--- config.mk ---
export PLATFORM = sky130hd
export DESIGN_NAME = pbcb_ctrl
export DESIGN_NICKNAME = d
export VERILOG_FILES = /design/src/sv/pbcb_pkg.sv /design/src/sv/pbcb_ctrl.sv
export VERILOG_INCLUDE_DIRS = /design/src /design/src/sv
export SDC_FILE = /design/constraint.sdc
export NUM_CORES = 1
export LEC_CHECK = 0
export ABC_AREA = 1
export ABC_CLOCK_PERIOD_IN_PS = 3350
export BUFFER_PORTS_ARGS = -buffer_cell sky130_fd_sc_hd__buf_2
export CAP_MARGIN = 10
export CORE_UTILIZATION = 49
export DETAILED_ROUTE_END_ITERATION = 8
export GPL_ROUTABILITY_DRIVEN = 0
export PLACE_DENSITY = 0.75
export SYNTH_ARGS = -nofsm -noshare
export SYNTH_HDL_FRONTEND = slang
export SYNTH_SLANG_ARGS = --single-unit
--- constraint.sdc ---
create_clock -name clk -period 3.35 [get_ports clk]
set_input_delay 0.335 -clock clk [delete_from_list [all_inputs] [get_ports clk]]
set_output_delay 0.335 -clock clk [all_outputs]
set_load 0.03 [all_outputs]
--- src/sv/parallel_biquad_cascade_bank_assert.svh ---
// Assertion macros for the filter bank control module.
`ifndef PARALLEL_BIQUAD_CASCADE_BANK_ASSERT_SVH
`define PARALLEL_BIQUAD_CASCADE_BANK_ASSERT_SVH

// The consequent must hold in the same cycle as the antecedent.
`define PBCB_ASSERT_SAME(lbl, clk_s, rst_s, ante, cons, msg) \
    lbl: assert property (@(posedge clk_s) disable iff (!rst_s) (ante) |-> (cons)) \
        else $error(msg);

// The consequent must hold in the cycle after the antecedent.
`define PBCB_ASSERT_NEXT(lbl, clk_s, rst_s, ante, cons, msg) \
    lbl: assert property (@(posedge clk_s) disable iff (!rst_s) (ante) |=> (cons)) \
        else $error(msg);

`endif

--- src/sv/pbcb_pkg.sv ---
`timescale 1ns / 1ps
`default_nettype none
package pbcb_pkg;
    localparam int SMPW  = 24;
    localparam int COEFW = 16;
    localparam int PRODW = SMPW + COEFW;
    localparam int ACCW  = PRODW + 3;
    localparam int FRAC  = 12;
    localparam int CNTW  = 3;
    localparam int PAW   = 6;
    localparam int DATAW = 64;

    localparam int DEF_CHANNELS = 2;
    localparam int DEF_FILTERS  = 4;
    localparam int DEF_STAGES   = 4;

    localparam logic [2:0] TAP_B0 = 3'd0;
    localparam logic [2:0] TAP_B1 = 3'd1;
    localparam logic [2:0] TAP_B2 = 3'd2;
    localparam logic [2:0] TAP_A1 = 3'd3;
    localparam logic [2:0] TAP_A2 = 3'd4;

    localparam logic [2:0] REG_ENABLE = 3'd0;
    localparam logic [2:0] REG_COUNTS = 3'd1;
    localparam logic [2:0] REG_B0     = 3'd2;
    localparam logic [2:0] REG_B1     = 3'd3;
    localparam logic [2:0] REG_B2     = 3'd4;
    localparam logic [2:0] REG_A1     = 3'd5;
    localparam logic [2:0] REG_A2     = 3'd6;

    localparam logic signed [SMPW-1:0] SMP_MAX = 24'sh7FFFFF;
    localparam logic signed [SMPW-1:0] SMP_MIN = -24'sh800000;

    typedef struct packed {
        logic                   channel;
        logic signed [SMPW-1:0] sample_in;
    } in_item_t;

    typedef struct packed {
        logic                   channel_out;
        logic signed [SMPW-1:0] sample_out;
    } out_item_t;

    typedef struct packed {
        logic       load;
        logic       rd;
        logic       mul;
        logic [2:0] tap;
        logic       acc;
        logic       wb;
        logic       last_stage;
        logic       out_load;
    } cmd_t;

    typedef struct packed {
        logic ch_ok;
        logic out_busy;
    } sts_t;
endpackage
`default_nettype wire

--- src/sv/pbcb_ctrl.sv ---
`timescale 1ns / 1ps
`default_nettype none
`include "parallel_biquad_cascade_bank_assert.svh"
module pbcb_ctrl #(
    parameter int FILTERS = 4,
    parameter int STAGES  = 4,
    parameter int FW      = 2,
    parameter int STW     = 2
) (
    input  wire logic                 clk,
    input  wire logic                 rst_n,
    input  wire logic                 sample_valid,
    output logic                      sample_stall,
    input  wire logic [FILTERS-1:0]   filter_enable,
    input  wire logic [7:0]           stage_counts,
    input  wire pbcb_pkg::sts_t       sts,
    output pbcb_pkg::cmd_t            cmd,
    output logic [FW-1:0]             f_idx,
    output logic [STW-1:0]            s_idx,
    output logic [pbcb_pkg::CNTW-1:0] nst
);
    import pbcb_pkg::*;

    typedef enum logic [6:0] {
        S_IDLE = 7'b0000001,
        S_FSEL = 7'b0000010,
        S_RD   = 7'b0000100,
        S_MUL  = 7'b0001000,
        S_ACC  = 7'b0010000,
        S_WB   = 7'b0100000,
        S_DONE = 7'b1000000
    } state_t;

    state_t          state_reg, state_next;
    logic [FW-1:0]   f_reg, f_next;
    logic [STW-1:0]  s_reg, s_next;
    logic [2:0]      tap_reg, tap_next;
    logic [CNTW-1:0] cnt_raw;
    logic            f_last;
    logic            s_last;

    assign cnt_raw = {1'b0, stage_counts[2*f_reg +: 2]} + CNTW'(1);
    assign nst     = (cnt_raw > CNTW'(STAGES)) ? CNTW'(STAGES) : cnt_raw;
    assign f_last  = (f_reg == FW'(FILTERS - 1));
    assign s_last  = (CNTW'(s_reg) == nst - CNTW'(1));

    assign sample_stall = (state_reg != S_IDLE);
    assign f_idx        = f_reg;
    assign s_idx        = s_reg;

    always_comb
    begin
        state_next = state_reg;
        f_next     = f_reg;
        s_next     = s_reg;
        tap_next   = tap_reg;
        cmd        = '0;
        cmd.tap    = tap_reg;
        case (state_reg)
            S_IDLE:
            begin
                if (sample_valid)
                begin
                    cmd.load   = 1'b1;
                    f_next     = '0;
                    state_next = S_FSEL;
                end
            end
            S_FSEL:
            begin
                if (!sts.ch_ok)
                begin
                    state_next = S_DONE;
                end
                else if (filter_enable[f_reg])
                begin
                    s_next     = '0;
                    state_next = S_RD;
                end
                else if (f_last)
                begin
                    state_next = S_DONE;
                end
                else
                begin
                    f_next = f_reg + FW'(1);
                end
            end
            S_RD:
            begin
                cmd.rd     = 1'b1;
                tap_next   = TAP_B0;
                state_next = S_MUL;
            end
            S_MUL:
            begin
                cmd.mul = 1'b1;
                cmd.acc = (tap_reg != TAP_B0);
                if (tap_reg == TAP_A2)
                begin
                    state_next = S_ACC;
                end
                else
                begin
                    tap_next = tap_reg + 3'd1;
                end
            end
            S_ACC:
            begin
                cmd.acc    = 1'b1;
                state_next = S_WB;
            end
            S_WB:
            begin
                cmd.wb         = 1'b1;
                cmd.last_stage = s_last;
                if (!s_last)
                begin
                    s_next     = s_reg + STW'(1);
                    state_next = S_RD;
                end
                else if (f_last)
                begin
                    state_next = S_DONE;
                end
                else
                begin
                    f_next     = f_reg + FW'(1);
                    state_next = S_FSEL;
                end
            end
            S_DONE:
            begin
                if (!sts.out_busy)
                begin
                    cmd.out_load = 1'b1;
                    state_next   = S_IDLE;
                end
            end
            default:
            begin
                state_next = S_IDLE;
            end
        endcase
    end

    always_ff @(posedge clk or negedge rst_n)
    begin
        if (!rst_n)
        begin
            state_reg <= S_IDLE;
            f_reg     <= '0;
            s_reg     <= '0;
            tap_reg   <= TAP_B0;
        end
        else
        begin
            state_reg <= state_next;
            f_reg     <= f_next;
            s_reg     <= s_next;
            tap_reg   <= tap_next;
        end
    end

    `PBCB_ASSERT_SAME(a_tap_range, clk, rst_n, state_reg == S_MUL, tap_reg <= TAP_A2, "tap out of range")
    `PBCB_ASSERT_SAME(a_out_free, clk, rst_n, cmd.out_load, !sts.out_busy, "result register overwritten")
    `PBCB_ASSERT_NEXT(a_out_idle, clk, rst_n, cmd.out_load, state_reg == S_IDLE, "no return to idle")
    `PBCB_ASSERT_NEXT(a_wb_rd, clk, rst_n, cmd.wb && !cmd.last_stage, state_reg == S_RD, "stage step lost")
endmodule
`default_nettype wire

== Word level (Yosys, flattened, before mapping) ==
Cells that the tools add are included.

* Add/subtract/negate cells: 5
* Magnitude comparators: 2
* Equality and inequality tests: 21
* Shift operators: 1
* Multiplexer cells: 32
* Reductions and logical operators: 8

{| class="wikitable"
|+ Operator list
! cell !! count
|-
| two-way mux 7 bit || 8
|-
| case mux 7 bit (7 select lines) || 1
|-
| two-way mux 2 bit || 9
|-
| inequality test 2 bit (second input constant) || 9
|-
| AND reduction 4 bit || 2
|-
| variable part select 8 x 4 -> 2 bit || 1
|-
| == test 7 x 1 -> 1 bit (second input constant) || 1
|-
| == test 7 x 2 -> 1 bit (second input constant) || 1
|-
| == test 7 x 3 -> 1 bit (second input constant) || 1
|-
| == test 7 x 4 -> 1 bit (second input constant) || 1
|-
| == test 7 x 5 -> 1 bit (second input constant) || 1
|-
| == test 7 x 6 -> 1 bit (second input constant) || 1
|-
| == test 7 bit (second input constant) || 1
|-
| two-way mux 1 bit || 7
|-
| inequality test 7 x 1 -> 1 bit (second input constant) || 1
|-
| two-way mux 3 bit || 2
|-
| case mux 2 bit (3 select lines) || 1
|-
| case mux 3 bit (2 select lines) || 1
|-
| nonzero test 3 bit || 2
|-
| AND reduction 5 bit || 1
|-
| adder 2 x 1 -> 2 bit (second input constant) || 2
|-
| inequality test 4 bit (second input constant) || 1
|-
| case mux 2 bit (2 select lines) || 1
|-
| nonzero test 2 bit || 2
|-
| 11 further kinds || 11
|}

* Register bits: 14
* Input bits: 17
* Logic and storage cells: 73

== Depth between registers and ports, before layout ==
* Word-level depth: 8
* Gate-level depth with buffers: 13
* Depth with buffers taken out: 12

== Worst setup path after synthesis ==
OpenSTA, ideal clock, no wires.

* Path type: flip-flop to output port
* Start point: reg f_reg[0], in the netlist f_idx[0]
* End point: out nst[1] (netlist name)
* Arrival: 1560 ps
* Path slack: 1455 ps
* Cell stages (with the launch flop): 8
* Buffers on the path: 1
* Path through: dfrtp_1 > buf_6 > inv_4 > nand2_1 > nand3_1 > nand2_2 > inv_1 > ha_1

* Longest elaborated chain between the ends: 4

{| class="wikitable"
|+ RTL lines
! element !! RTL line !! source
|-
| from (decl) || pbcb_ctrl.sv:35 || <nowiki>logic [FW-1:0] f_reg, f_next;</nowiki>
|-
| from (signal assigned) || pbcb_ctrl.sv:159 || <nowiki>f_reg <= f_next;</nowiki>
|-
| variable part select 8 x 4 -> 2 bit * || pbcb_ctrl.sv:42 || <nowiki>assign cnt_raw = {1'b0, stage_counts[2*f_reg +: 2]} + CNTW'(1);</nowiki>
|-
| adder 2 x 1 -> 3 bit * || pbcb_ctrl.sv:42 ||
|-
| > comparator 3 bit || pbcb_ctrl.sv:43 || <nowiki>assign nst = (cnt_raw > CNTW'(STAGES)) ? CNTW'(STAGES) : cnt_raw;</nowiki>
|-
| two-way mux 3 bit * || pbcb_ctrl.sv:43 ||
|-
| to (decl) || pbcb_ctrl.sv:20 || <nowiki>output logic [pbcb_pkg::CNTW-1:0] nst</nowiki>
|}

Every way passes the cells marked *; elsewhere a longest branch is shown, timed or not.

==> results.md <==
* Max-cap violations at 0
* Via count at ~1000
* Yosys top cell by area: dfrtp_1
* Ant. Diodes at 0
* DRC violations left at 0
* RSZ-0062 raised after global routing: false
* Top_reg_cell synth: dfrtp_1
* Drt initial violations at 25
* Setup tns final at 0 ns
* Top post-synthesis cells by area: dfrtp_1, nand2_1, inv_1, nand3_1, ha_1
* Clk pin slew, worst setup/hold paths at roughly 0.080 ns
* CTS Buffer Depth at 2
* Largest net degree at the start of global routing at 15
* R2r startpoint: state_reg[0]$_DFFE_PN1P_
* Leak pwr at roughly 0.0008 uW
* Relative max-transition margin at 0.700
* Fin. max-slew vios at 0
* Nets@finish at between 200 and 250
* Final period util at 0.609
* H-tree depth at 1
* Yosys top cell area share at 0.317
* Final setup violating endpoints at 0
* Peak supply drop at ~510 uV
* Min-delay worst type: input port to register
* Yosys warnings at 0
* Detailed placement HPWL at between 1500 and 2000 um
* Vias in the first global route at 845
* R2r endpoint: f_idx[1]$_DFFE_PN0P_
* Drt wl/cell at a little under 10 um
* Total Routed Length at approximately 2100 um
* Initial DRT Pass Iterations at 4
* Critical Path Sink Type: primary output
* CTS root buf: clkbuf_4
* Critical Path RT at approximately 3.0 ns
* Cell row count at 16
* Sequential area share after synthesis at 0.343
* Worst Hold Launch: sample_valid
* Initial Util at 0.522
* Final min period at approximately 2.0 ns
* Port Buffers at 34
* Post-synth ARST share at 1.00
* Most frequent cell after synthesis: nand2_1
* Core box area at a little under 2000 um^2
* Die W at ~48 um
* Vias per cell at about 4.7
* Hold WS at between 0.3 and 0.4 ns
* Worst Tran Pin Value at between 0.4 and 0.5 ns
* R2R depth at 11
* Die Y-Extent at approximately 48 um
* Overflow after GRT at 0
* Max Clk Rate at approximately 500 MHz
* Synthesized area per cell at around 6.6 um^2
* Layout cells sized above 1 at 0.264
* Outcome: complete, no violations
* CTS sink cnt at 14
* Die area at roughly 2300 um^2
* CP max FO at 4
* Startpoint types: register
* Total CTS buffers at 3
* Hold Path Depth at 4
* P&R area growth vs syn at 22.3%
* First-pass GRT wire length at ~3500 um
* GRT Total Usage at 0.214
* Synth cell types at 21
* Crit path DAT at about 1.7 ns
* Clock Skews at 0.00174 ns
* WS Path Type: register to primary output
* TritonCTS clock tree: yes
* Post-synth top cells: nand2_1, inv_1, dfrtp_1, nand3_1, nor2_1
* Post-Syn Nets at around 180
* Synth Cell Area at ~1000 um^2
* Initial antenna violation count at 0
* Final hold violations at 0
* Max reg flops at 7
* Synthesized flop and latch total at 14
* Post-synth EDFFs at 0
* ANT nets after route at 0
* Pwr per Cell Area at 871 nW/um^2
* I/O pins at 35
* Gate Count Post-Synth at ~160
* Internal reg-to-reg setup slack at roughly 1.8 ns
* Crit path from: state_reg[3]$_DFFE_PN0P_
* Skew-Pair Late Insertion Delay at ~0.28 ns
* Worst Hold End: state_reg[0]$_DFFE_PN1P_
cell families (layout without fill, tap and decap cells):
family | count (synthesis) | in the layout | share of synthesized area
buffers and inverters | 32 | 70 | 0.127
adder cells (fa/ha/maj) | 4 | 4 | 0.0488
AND/OR/NAND/NOR | 97 | 97 | 0.432
AO/OA/AOI/OAI | 6 | 6 | 0.0317
XOR/XNOR | 2 | 2 | 0.0171
flip-flops | 14 | 14 | 0.343
power by group:
group	leakage, uW	internal, uW	switching (uW)
registers	0.000187	232	61.9
logic	0.000592	216	480
clock network	0.0000150	46.2	54.9
total	0.000794	494	597
worst max path at each step:
stage	endpoint	slack (ns)
2_1_floorplan	nst[1]	1.45
3_3_place_gp	nst[1]	1.64
3_5_place_dp	nst[1]	1.62
4_1_cts	cmd[3]	1.30
5_1_grt	cmd[1]	1.08
6_report	cmd[3]	1.31
layout by cell type, fill, tap and decap left out, drive strengths merged, types with 2 or more instances in the layout:
| cell type | netlist | layout |
|---|---|---|
| nor2 | 13 | 13 |
| nand3 | 15 | 15 |
| clkbuf | 0 | 4 |
| buf | 1 | 34 |
| dfrtp | 13 | 13 |
| o21ai | 5 | 5 |
| inv | 31 | 31 |
| xor2 | 2 | 2 |
| ha | 4 | 4 |
| nand2 | 59 | 59 |
| nor3 | 5 | 5 |
| nand4 | 3 | 3 |
per-layer routing:
layer / wire (um) / share of wire / GRT usage
met2: 1030 / 0.48 / 0.343
met4: 5 / 0.0023 / 0.0500
met5: 0 / 0 / 0
met3: 131 / 0.061 / 0.0642
met1: 977 / 0.46 / 0.283
area by class of cell:
cell class                      count  area [um^2]
Sequential cell                    14          352
Timing Repair Buffer               35          180
Tap cell                           27         33.8
Multi-Input combinational cell    109          543
Fill cell                         198          708
Inverter                           31          119
Clock buffer                        4         26.3
through the flow:
step / instances / util / power [uW] / instance area, um^2 / setup slack [ns]
global route: 220 / 0.639 / 1210 / 1250 / 1.08
global placement: 215 / 0.621 / 982 / 1220 / 1.64
detailed placement: 215 / 0.621 / 994 / 1220 / 1.62
CTS: 220 / 0.639 / 1100 / 1250 / 1.30
finish: 220 / 0.639 / 1090 / 1250 / 1.31
floorplan: 155 / - / 850 / 1020 / 1.45
repair_timing:
| action | in CTS | in global routing |
|---|---|---|
| endpoints found under the hold margin | 13 | 0 |
| hold buffers | 1 | 0 |
| setup buffers | 0 | 0 |
| resized for setup | 0 | 0 |
worst max-delay path, stage by stage (launching register included):
cell and delay, ns:
dfrtp_1 0.36, inv_1 0.08, nand2_1 0.11, inv_1 0.08
nand2_1 0.06, nor4_1 0.34, o21bai_1 0.18, buf_2 0.21
No activity file was read; power rests on OpenSTA's default activity.
