`src/sv/parallel_biquad_cascade_bank_assert.svh`:
```
// Assertion macros for the filter bank control module.
`ifndef PARALLEL_BIQUAD_CASCADE_BANK_ASSERT_SVH
`define PARALLEL_BIQUAD_CASCADE_BANK_ASSERT_SVH

// The consequent must hold in the same cycle as the antecedent.
`define PBCB_ASSERT_SAME(lbl, clk_s, rst_s, ante, cons, msg) \
    lbl: assert property (@(posedge clk_s) disable iff (!rst_s) (ante) |-> (cons)) \
        else $error(msg);

// The consequent must hold in the cycle after the antecedent.
`define PBCB_ASSERT_NEXT(lbl, clk_s, rst_s, ante, cons, msg) \
    lbl: assert property (@(posedge clk_s) disable iff (!rst_s) (ante) |=> (cons)) \
        else $error(msg);

`endif

```
`src/sv/pbcb_pkg.sv`:
```
`timescale 1ns / 1ps
`default_nettype none
package pbcb_pkg;
    localparam int SMPW  = 24;
    localparam int COEFW = 16;
    localparam int PRODW = SMPW + COEFW;
    localparam int ACCW  = PRODW + 3;
    localparam int FRAC  = 12;
    localparam int CNTW  = 3;
    localparam int PAW   = 6;
    localparam int DATAW = 64;

    localparam int DEF_CHANNELS = 2;
    localparam int DEF_FILTERS  = 4;
    localparam int DEF_STAGES   = 4;

    localparam logic [2:0] TAP_B0 = 3'd0;
    localparam logic [2:0] TAP_B1 = 3'd1;
    localparam logic [2:0] TAP_B2 = 3'd2;
    localparam logic [2:0] TAP_A1 = 3'd3;
    localparam logic [2:0] TAP_A2 = 3'd4;

    localparam logic [2:0] REG_ENABLE = 3'd0;
    localparam logic [2:0] REG_COUNTS = 3'd1;
    localparam logic [2:0] REG_B0     = 3'd2;
    localparam logic [2:0] REG_B1     = 3'd3;
    localparam logic [2:0] REG_B2     = 3'd4;
    localparam logic [2:0] REG_A1     = 3'd5;
    localparam logic [2:0] REG_A2     = 3'd6;

    localparam logic signed [SMPW-1:0] SMP_MAX = 24'sh7FFFFF;
    localparam logic signed [SMPW-1:0] SMP_MIN = -24'sh800000;

    typedef struct packed {
        logic                   channel;
        logic signed [SMPW-1:0] sample_in;
    } in_item_t;

    typedef struct packed {
        logic                   channel_out;
        logic signed [SMPW-1:0] sample_out;
    } out_item_t;

    typedef struct packed {
        logic       load;
        logic       rd;
        logic       mul;
        logic [2:0] tap;
        logic       acc;
        logic       wb;
        logic       last_stage;
        logic       out_load;
    } cmd_t;

    typedef struct packed {
        logic ch_ok;
        logic out_busy;
    } sts_t;
endpackage
`default_nettype wire

```
`src/sv/pbcb_dp.sv`:
```
`timescale 1ns / 1ps
`default_nettype none
module pbcb_dp #(
    parameter int CHANNELS = 2,
    parameter int FILTERS  = 4,
    parameter int STAGES   = 4,
    parameter int FW       = 2,
    parameter int STW      = 2
) (
    input  wire logic                      clk,
    input  wire logic                      rst_n,
    input  wire pbcb_pkg::cmd_t            cmd,
    input  wire logic [FW-1:0]             f_idx,
    input  wire logic [STW-1:0]            s_idx,
    input  wire logic [pbcb_pkg::CNTW-1:0] nst,
    input  wire logic [63:0]               coef_b0,
    input  wire logic [63:0]               coef_b1,
    input  wire logic [63:0]               coef_b2,
    input  wire logic [63:0]               coef_a1,
    input  wire logic [63:0]               coef_a2,
    input  wire pbcb_pkg::in_item_t        sample_item,
    input  wire logic                      result_stall,
    output logic                           result_valid,
    output pbcb_pkg::out_item_t            result_item,
    output pbcb_pkg::sts_t                 sts
);
    import pbcb_pkg::*;

    localparam int SLOTS = CHANNELS * FILTERS;
    localparam int DEPTH = SLOTS * STAGES;
    localparam int SLW   = (SLOTS > 1) ? $clog2(SLOTS) : 1;
    localparam int AW    = (DEPTH > 1) ? $clog2(DEPTH) : 1;
    localparam int SUMW  = SMPW + $clog2(FILTERS) + 1;
    localparam int HW    = 4 * SMPW;

    logic [HW-1:0]            mem [DEPTH];
    logic [DEPTH-1:0]         valid_reg;
    logic [CNTW-1:0]          last_cnt_reg [SLOTS];
    logic [HW-1:0]            rd_reg;
    logic                     hv_reg;
    logic                     ch_reg;
    logic signed [SMPW-1:0]   x0_reg;
    logic signed [SMPW-1:0]   x_reg;
    logic signed [PRODW-1:0]  prod_reg;
    logic signed [ACCW-1:0]   acc_reg;
    logic signed [SUMW-1:0]   sum_reg;
    logic                     rv_reg;
    out_item_t                ri_reg;

    logic [SLW-1:0]           slot;
    logic [AW-1:0]            addr;
    logic signed [SMPW-1:0]   x1, x2, y1, y2;
    logic signed [SMPW-1:0]   op;
    logic signed [COEFW-1:0]  cf;
    logic signed [ACCW:0]     rnd;
    logic signed [ACCW-FRAC:0] shf;
    logic signed [SMPW-1:0]   y;
    logic signed [SMPW-1:0]   sum_sat;

    assign slot = SLW'(int'(ch_reg) * FILTERS + int'(f_idx));
    assign addr = AW'(int'(slot) * STAGES + int'(s_idx));

    assign x1 = hv_reg ? rd_reg[4*SMPW-1:3*SMPW] : '0;
    assign x2 = hv_reg ? rd_reg[3*SMPW-1:2*SMPW] : '0;
    assign y1 = hv_reg ? rd_reg[2*SMPW-1:SMPW]   : '0;
    assign y2 = hv_reg ? rd_reg[SMPW-1:0]        : '0;

    always_comb
    begin
        case (cmd.tap)
            TAP_B0:
            begin
                op = x_reg;
                cf = coef_b0[COEFW*f_idx +: COEFW];
            end
            TAP_B1:
            begin
                op = x1;
                cf = coef_b1[COEFW*f_idx +: COEFW];
            end
            TAP_B2:
            begin
                op = x2;
                cf = coef_b2[COEFW*f_idx +: COEFW];
            end
            TAP_A1:
            begin
                op = y1;
                cf = coef_a1[COEFW*f_idx +: COEFW];
            end
            TAP_A2:
            begin
                op = y2;
                cf = coef_a2[COEFW*f_idx +: COEFW];
            end
            default:
            begin
                op = '0;
                cf = '0;
            end
        endcase
    end

    assign rnd = {acc_reg[ACCW-1], acc_reg} + (ACCW+1)'(2048);
    assign shf = rnd[ACCW:FRAC];
    assign y   = (shf > (ACCW-FRAC+1)'(SMP_MAX)) ? SMP_MAX :
                 (shf < (ACCW-FRAC+1)'(SMP_MIN)) ? SMP_MIN : shf[SMPW-1:0];

    assign sum_sat = (sum_reg > SUMW'(SMP_MAX)) ? SMP_MAX :
                     (sum_reg < SUMW'(SMP_MIN)) ? SMP_MIN : sum_reg[SMPW-1:0];

    assign sts.ch_ok    = (CHANNELS > 1) || (ch_reg == 1'b0);
    assign sts.out_busy = rv_reg && result_stall;
    assign result_valid = rv_reg;
    assign result_item  = ri_reg;

    always_ff @(posedge clk)
    begin
        if (cmd.rd)
        begin
            rd_reg <= mem[addr];
        end
        if (cmd.wb)
        begin
            mem[addr] <= {x_reg, x1, y, y1};
        end
    end

    always_ff @(posedge clk)
    begin
        if (cmd.load)
        begin
            ch_reg <= sample_item.channel;
            x0_reg <= sample_item.sample_in;
            sum_reg <= '0;
        end
        else if (cmd.wb && cmd.last_stage)
        begin
            sum_reg <= sum_reg + SUMW'(y);
        end
        if (cmd.rd)
        begin
            hv_reg  <= valid_reg[addr] && (CNTW'(s_idx) < last_cnt_reg[slot]);
            acc_reg <= '0;
            if (s_idx == '0)
            begin
                x_reg <= x0_reg;
            end
        end
        else
        begin
            if (cmd.acc)
            begin
                acc_reg <= acc_reg + ACCW'(prod_reg);
            end
            if (cmd.wb)
            begin
                x_reg <= y;
            end
        end
        if (cmd.mul)
        begin
            prod_reg <= op * cf;
        end
        if (cmd.out_load)
        begin
            ri_reg.channel_out <= ch_reg;
            ri_reg.sample_out  <= sum_sat;
        end
    end

    always_ff @(posedge clk or negedge rst_n)
    begin
        if (!rst_n)
        begin
            valid_reg <= '0;
            rv_reg    <= 1'b0;
            for (int i = 0; i < SLOTS; i++)
            begin
                last_cnt_reg[i] <= '0;
            end
        end
        else
        begin
            if (cmd.wb)
            begin
                valid_reg[addr] <= 1'b1;
                if (cmd.last_stage)
                begin
                    last_cnt_reg[slot] <= nst;
                end
            end
            if (cmd.out_load)
            begin
                rv_reg <= 1'b1;
            end
            else if (!result_stall)
            begin
                rv_reg <= 1'b0;
            end
        end
    end
endmodule
`default_nettype wire

```
`config.mk`:
```
export PLATFORM = sky130hd
export DESIGN_NAME = pbcb_dp
export DESIGN_NICKNAME = d
export VERILOG_FILES = /design/src/sv/parallel_biquad_cascade_bank_assert.svh /design/src/sv/pbcb_pkg.sv /design/src/sv/pbcb_dp.sv
export SDC_FILE = /design/constraint.sdc
export NUM_CORES = 2
export LEC_CHECK = 0
export BUFFER_PORTS_ARGS = -buffer_cell sky130_fd_sc_hd__buf_2
export CELL_PAD_IN_SITES_DETAIL_PLACEMENT = 1
export CELL_PAD_IN_SITES_GLOBAL_PLACEMENT = 1
export CORE_ASPECT_RATIO = 1.2
export CORE_MARGIN = 2
export CORE_UTILIZATION = 41
export DETAILED_ROUTE_END_ITERATION = 10
export PLACE_DENSITY = 0.69
export SLEW_MARGIN = 20
export SYNTH_ARGS = -nofsm -noshare
export SYNTH_HDL_FRONTEND = slang
export SYNTH_SLANG_ARGS = --single-unit
```
`constraint.sdc`:
```
create_clock -name clk -period 8.5 [get_ports clk]
set_clock_uncertainty 0.15 [all_clocks]
set_input_delay 1.275 -clock clk [delete_from_list [all_inputs] [get_ports clk]]
set_output_delay 1.275 -clock clk [all_outputs]
set_load 0.03 [all_outputs]
```
# After elaboration in Yosys (flattened, before gate mapping)
# Memories as Yosys holds them, arrays and structs flattened. A register that Yosys moved wholly into a read port is not among the register bits.
# Cells that the tools add are included.
[word_totals]
register_bits = 242
mem_bits_rw = 3072
mem_count = 1
[mem_list]
columns = ["memory", "words", "word_bits", "read_ports", "rd_clocked_by_memory_dff", "wr", "line_no", "rtl"]
rows = [
  ["mem", 32, 96, 1, 1, 1, "pbcb_dp.sv:36", "logic [HW-1:0] mem [DEPTH];"],
]
[classes]
n_addsub = 5
multipliers = 1
order_cmp = 9
n_eq_ne = 6
shifts = 5
n_mux = 26
n_bitwise = 2
reduce_logical = 10
[ops]
columns = ["cell", "count"]
rows = [
  ["64-bit by 7-bit indexed part select with 16-bit output", 5],
  ["24-bit 2-to-1 mux", 10],
  ["24-bit one-hot mux with 5 select lines", 1],
  ["16-bit one-hot mux with 5 select lines", 1],
  ["43-bit by 13-bit adder with 44-bit output, second input constant", 1],
  ["43-bit by 40-bit adder with 43-bit output", 1],
  ["24-bit by 16-bit multiplier with 40-bit output", 1],
  ["32-bit by 24-bit > comparator with 1-bit output, second input constant", 1],
  ["32-bit by 24-bit less-than comparator with 1-bit output, second input constant", 1],
  ["32-bit OR", 1],
  ["27-bit by 24-bit adder with 27-bit output", 1],
  ["27-bit by 24-bit > comparator with 1-bit output, second input constant", 1],
  ["27-bit by 24-bit less-than comparator with 1-bit output, second input constant", 1],
  ["24-bit bitwise mux", 1],
  ["3-bit binary-select mux with 3-bit select", 1],
  ["3-bit demux with 3-bit select", 1],
  ["3-bit 2-to-1 mux", 3],
  ["3-bit by 2-bit equality test with 1-bit output, second input constant", 2],
  ["5-bit by 6-bit less-than comparator with 1-bit output, second input constant", 1],
  ["1-bit 2-to-1 mux", 6],
  ["5-bit by 2-bit adder with 5-bit output", 1],
  ["1-bit binary-select mux with 5-bit select", 1],
  ["1-bit demux with 5-bit select", 1],
  ["5-bit by 1-bit >= comparator with 1-bit output, second input constant", 1],
  ["other kinds (14)", 19],
]

# Logic depth before layout (Yosys ltp)
[depth]
ltp_word = 7
ltp_mapped = 36

# Least setup slack after synthesis
# Ideal clock, no wire load.
[synth_timing]
path_kind = "input to register"
startpoint = "input port cmd[5] (netlist name)"
endpoint = "register prod_reg[38], data pin"
setup_ps = 258
t_arrival_ps = 8728
slack_ps = -636
path_stages = 30
path_buffers = 3
cell_sequence = "buf_2 > buf_1 > mux2_2 > a22oi_1 > o21ai_0 > mux4_2 > o21ai_0 > clkbuf_1 > nor2_1 > fa_1 > inv_1 > fa_1 > fa_1 > inv_1 > fa_1 > fa_1 > inv_1 > fa_1 > inv_1 > ha_1 > a21oi_1 > a21oi_1 > a211oi_1 > o21ai_0 > a211oi_1 > nor3_1 > o31a_1 > a21o_1 > a21oi_1 > xnor2_1"
[synth_via]
elab_chain_len = 3
word_cells_on_any_way = 8
cone_classes = "mul (1); eq/ne (4); mux (2); reduce/logical (1)"
[synth_rtl]
columns = ["element", "line_no", "rtl"]
rows = [
  ["start, declared", "pbcb_dp.sv:12", "input wire pbcb_pkg::cmd_t cmd,"],
  ["3-bit equality test, or another cell as far along", "pbcb_dp.sv:70", "case (cmd.tap)"],
  ["24-bit one-hot mux with 5 select lines / 16-bit one-hot mux with 5 select lines (equally long branches)", "pbcb_dp.sv:70", ""],
  ["24-bit by 16-bit multiplier with 40-bit output *", "pbcb_dp.sv:163", "prod_reg <= op * cf;"],
  ["end signal, assigned", "pbcb_dp.sv:163", ""],
  ["end, declared", "pbcb_dp.sv:44", "logic signed [PRODW-1:0] prod_reg;"],
]
# Mark *: on every way between the ends. The rest lies on a longest branch, timed or not.
# A chain may end at the register's enable or synchronous reset.

# Worst setup path in the final report
# Same ends and word-level chain as after synthesis.

==> tab_implementation.tex <==
\begin{tabular}{lr}
\hline
Metric & Value \\
\hline
\multicolumn{2}{l}{\textbf{Logic synthesis}} \\
\quad Post-Syn Area & 0.148 mm\^{}2 \\
\quad Multiplexer share of the synthesized area & around an eighth \\
\quad Post-synthesis sequential area ratio & 68.5\% \\
\quad Distinct cell type count after synthesis & 87 \\
\quad Simple-gate share of the synthesized area & 3.55\% \\
\quad Combinational family with the most area after synthesis & multiplexers \\
\quad Register bit count reported by yosys & between 3,000 and 4,000 \\
\quad Yosys Warn Count & 0 \\
\quad Asr flop ratio synth & 1.67\% \\
\quad Share of the synthesized area in compound gates (AO/OA/AOI/OAI) & 5.02\% \\
\quad Synthesized net count & $\sim$9,000 \\
\quad Adder and majority gate portion of the synthesized area & 6.51\% \\
\quad Gate count of the mapped netlist & about 8,100 \\
\quad Most frequently used flop master after synthesis & sky130\_fd\_sc\_hd\_\_edfxtp\_1 \\
\quad Mean Syn Cell Area & about 18 um\^{}2 \\
\quad Xor and xnor fraction of the mapped netlist area & less than 1\% \\
\quad Number of enable flip-flop cells after synthesis & 3,283 \\
\multicolumn{2}{l}{\textbf{Cells and area}} \\
\quad Post-route cell area & 0.172 mm\^{}2 \\
\quad Area Growth Syn to Fin & 16.0\% \\
\quad Area of the multi-input gates & 0.0437 mm\^{}2 \\
\quad Number of fill cells in the layout & between 30,000 and 40,000 \\
\quad Largest register FFs & $\sim$3,100 \\
\quad Post-route insts no fill & 14,000 \\
\quad Leading cell type in the layout, fill and taps excluded & sky130\_fd\_sc\_hd\_\_edfxtp\_1 \\
\quad Sequential cell area & $\sim$0.1 mm\^{}2 \\
\quad Total number of nets in the final design & 9,908 \\
\quad Commonest cells after routing, fill and taps aside & sky130\_fd\_sc\_hd\_\_edfxtp\_1 (3,283), sky130\_fd\_sc\_hd\_\_mux4\_2 (794), sky130\_fd\_sc\_hd\_\_buf\_4 (497) \\
\quad Fraction of layout instances using a drive strength above 1 & between 20\% and 30\% \\
\multicolumn{2}{l}{\textbf{Floorplanning}} \\
\quad Die area & 0.366 mm\^{}2 \\
\quad DIE WIDTH & about 550 um \\
\quad Initial Utilization & 41.2\% \\
\quad Count of boundary I/O pins & about 390 \\
\quad Die height & 662 um \\
\quad Cell row count & 241 \\
\quad Core ar. & 0.359 mm\^{}2 \\
\multicolumn{2}{l}{\textbf{Clock tree}} \\
\quad Total clock buffers created by CTS & 339 \\
\quad Total number of clock tree sinks & between 3,000 and 4,000 \\
\quad TritonCTS clock tree & done \\
\quad Worst skew pair latency & 0.97 ns \\
\quad Clock transition at the register clock pins on the worst setup and hold paths after CTS & 0.06 ns \\
\quad Maximum count of clock buffers along a single path & 4 \\
\quad Root Driver & sky130\_fd\_sc\_hd\_\_clkbuf\_16 \\
\quad Depth of the CTS H-tree & 5 \\
\multicolumn{2}{l}{\textbf{GRT}} \\
\quad Met2 track demand over resource in global routing & around 47\% \\
\quad Met3 layer usage reported by global route & 4.60\% \\
\quad Global Route Usage Sum & 27.1\% \\
\quad Maximum number of pins on one net before global-route repair & 132 \\
\quad Remaining global-route overflow & 0 \\
\quad Number of antenna violations at the first check in global routing & 70 \\
\quad Global-route wire length before repair & 699,000 um \\
\quad Layer with the highest usage & met2 \\
\quad GR Util met1 & between 30 and 40\% \\
\quad Vias in the first global route & 89,900 \\
\multicolumn{2}{l}{\textbf{STA}} \\
\quad Final hold viol count & 0 \\
\quad Highest clock rate & approximately 120 MHz \\
\quad Period minus WS final & around 8.3 ns \\
\quad RSZ-0062 raised after global routing & false \\
\quad Final setup vio count & 0 \\
\quad Minimum setup slack in the final design & 0.232 ns \\
\quad Worst max-slew margin expressed relative to the limit & 20.8\% \\
\quad Pins over their slew limit & 0 \\
\quad Final period util & 97.3\% \\
\quad Transition time of the tightest slew-check pin & 1.19 ns \\
\multicolumn{2}{l}{\textbf{Drt}} \\
\quad Number of design-rule violations left by the first detailed-router iteration & 10,400 \\
\quad Total DRC errors in the routed layout & 0 \\
\quad Total wire length & 499,000 um \\
\quad Total via count after detailed routing & 85,500 \\
\quad Wire length per cell after detailed routing & 35.6 um \\
\quad Via/cell ratio & between 6 and 7 \\
\quad Number of iterations in the first detailed-routing pass & 6 \\
\quad Post-route antenna net violation count & 0 \\
\multicolumn{2}{l}{\textbf{Critical path}} \\
\quad Cell with the largest stage delay on the worst path & sky130\_fd\_sc\_hd\_\_fa\_1 \\
\quad Crit path largest cell delay & 0.56 ns \\
\quad Worst reg2reg startpoint & rd\_reg[43] \\
\quad Crit Path Max Fanout & 17 \\
\quad Startpoint type of the worst setup path & primary input \\
\quad Data arrival time of the critical path & between 8 and 9 ns \\
\quad Launch point of the critical path & cmd[5] \\
\quad Critical Path RT & 9.06 ns \\
\quad Critical path type & primary input to flop \\
\quad Cell occurring most often along the worst timing path & sky130\_fd\_sc\_hd\_\_fa\_1 \\
\quad Kind of capture point of the worst setup path & flop \\
\multicolumn{2}{l}{\textbf{Power and ir drop}} \\
\quad Internal power & 34.0 mW \\
\quad Maximum vdd drop & $\sim$320 uV \\
\quad Logic gate share of total power & 24.9\% \\
\quad Switching part of the total & 30.6\% \\
\quad Sequential cell fraction of total power & 44.0\% \\
\quad Leak Pwr & 58.9 nW \\
\quad Power dissipated by switching net loads & 15.0 mW \\
\quad Clock network fraction of total power & 31.1\% \\
\quad Power density over the cells & 285 mW/mm\^{}2 \\
\multicolumn{2}{l}{\textbf{Placement}} \\
\quad Placed cell areas & $\sim$0.16 mm\^{}2 \\
\quad Final weighted congestion in routability-driven placement & just under 1 \\
\quad Inst Count DP & between 10,000 and 15,000 \\
\quad Port Buffers & 391 \\
\quad DP Wirelength & between 200,000 and 300,000 um \\
\quad Place WS & -1.00 ns \\
\multicolumn{2}{l}{\textbf{Hold path}} \\
\quad Min-delay worst type & flop to flop \\
\quad Origin of the worst min-delay path & valid\_reg[13] \\
\multicolumn{2}{l}{\textbf{Status}} \\
\quad Status & finished clean \\
\multicolumn{2}{l}{\textbf{Flow run}} \\
\quad Number of max-capacitance violations reported & 0 \\
\hline
\end{tabular}
[stage by stage]
stage | TNS (ns) | util, % | hold WS (ns) | power (mW)
floorplan | 0 | - | 0.284 | 28.5
global placement | -13.39 | 44.6 | 0.295 | 33.5
detailed placement | -14.55 | 44.6 | 0.302 | 34.0
CTS | 0 | 47.7 | 0.283 | 49.1
global route | 0 | 47.8 | 0.320 | 50.8
finish | 0 | 47.8 | 0.318 | 49.0
[layout make-up]
| cell class | instances | area share [%] |
|---|---|---|
| diodes | 31 | 0.0452 |
| clock buffers | 424 | 5.21 |
| clock inverters | 192 | 1.28 |
| inverters | 465 | 1.02 |
| multi-input cells | 3801 | 25.5 |
| flip-flops and latches | 3410 | 59.1 |
| well taps | 4738 | 3.45 |
| repair buffers | 982 | 4.46 |
[Yosys cell counts (19+ instances only)]
cell type,number,area share [%]
sky130_fd_sc_hd__dfrtp_1,57,0.96
sky130_fd_sc_hd__nand2b_1,38,0.16
sky130_fd_sc_hd__a21oi_1,146,0.49
sky130_fd_sc_hd__edfxtp_1,3283,67
sky130_fd_sc_hd__mux2i_1,42,0.28
sky130_fd_sc_hd__or2_2,43,0.18
sky130_fd_sc_hd__a22o_1,25,0.15
sky130_fd_sc_hd__a211oi_1,19,0.096
sky130_fd_sc_hd__o21ai_0,107,0.36
sky130_fd_sc_hd__nor2b_1,24,0.10
sky130_fd_sc_hd__mux2_2,122,0.93
sky130_fd_sc_hd__nand3_1,41,0.14
sky130_fd_sc_hd__fa_1,377,5.1
sky130_fd_sc_hd__clkbuf_1,295,0.75
sky130_fd_sc_hd__buf_1,105,0.27
sky130_fd_sc_hd__nand4_1,117,0.49
sky130_fd_sc_hd__dfxtp_1,70,0.95
sky130_fd_sc_hd__o21a_1,20,0.10
sky130_fd_sc_hd__a22oi_1,488,2.5
sky130_fd_sc_hd__mux4_2,794,12
sky130_fd_sc_hd__nand2_1,336,0.85
sky130_fd_sc_hd__nor3_1,27,0.091
sky130_fd_sc_hd__ha_1,167,1.4
sky130_fd_sc_hd__o21ai_2,20,0.12
sky130_fd_sc_hd__and2_1,67,0.28
sky130_fd_sc_hd__inv_1,464,1.2
sky130_fd_sc_hd__buf_2,32,0.11
sky130_fd_sc_hd__xor2_1,45,0.27
sky130_fd_sc_hd__a21o_1,84,0.43
sky130_fd_sc_hd__xnor2_1,76,0.45
sky130_fd_sc_hd__o21bai_1,19,0.096
sky130_fd_sc_hd__nor2_1,362,0.92
[worst max-delay path: cells and delay by family]
family,cells,cell delay [ns]
buffers and inverters,11,1.56
and+or+nand+nor,2,0.24
AOI/OAI and AO/OA,11,2.30
adders and majority gates,7,3.31
xor gates and xnor gates,1,0.07
[metal layers]
metal | wire length [um] | up-vias
li1 | - | 33900
met1 | 185000 | 46100
met2 | 251000 | 4578
met3 | 43600 | 891
met4 | 19600 | 30
met5 | 222 | -
[what timing repair did]
item | in CTS | in global routing
endpoints found under the setup margin | 0 | 9
resized for setup | 0 | 17
hold endpoints to repair | 0 | 0
hold buffers | 0 | 0
buffers inserted | 0 | 6
[power groups by stage]
| stage | logic [mW] | registers [mW] | clock network (mW) |
|---|---|---|---|
| 3_5_place_dp | 12.1 | 21.9 | 0 |
| 4_1_cts | 12.1 | 21.6 | 15.4 |
| 5_1_grt | 13.3 | 21.6 | 15.9 |
| 2_1_floorplan | 6.64 | 21.8 | 0 |
| 6_report | 12.2 | 21.6 | 15.2 |
| 3_3_place_gp | 11.7 | 21.9 | 0 |
[cell families after synthesis]
kind of cell / count (synthesis)
multiplexers: 959
AND/OR/NAND/NOR: 1120
adder cells (fa/ha/maj): 544
AO/OA/AOI/OAI: 1056
flip-flops: 3410
other: 1
XOR/XNOR: 121
buffers and inverters: 903
[final timing paths]
path | endpoint | slack, ns | cells after the start
min in group asynchronous | last_cnt_reg[10] | 0.43 | 2
worst max register to register | prod_reg[38] | 0.61 | 28
worst max-delay path | prod_reg[38] | 0.23 | 32
worst min-delay path | valid_reg[13] | 0.32 | 1
worst min register to register | valid_reg[13] | 0.32 | 1
max in group asynchronous | result_valid | 7.14 | 2
Power figures use the tool's default switching activity.
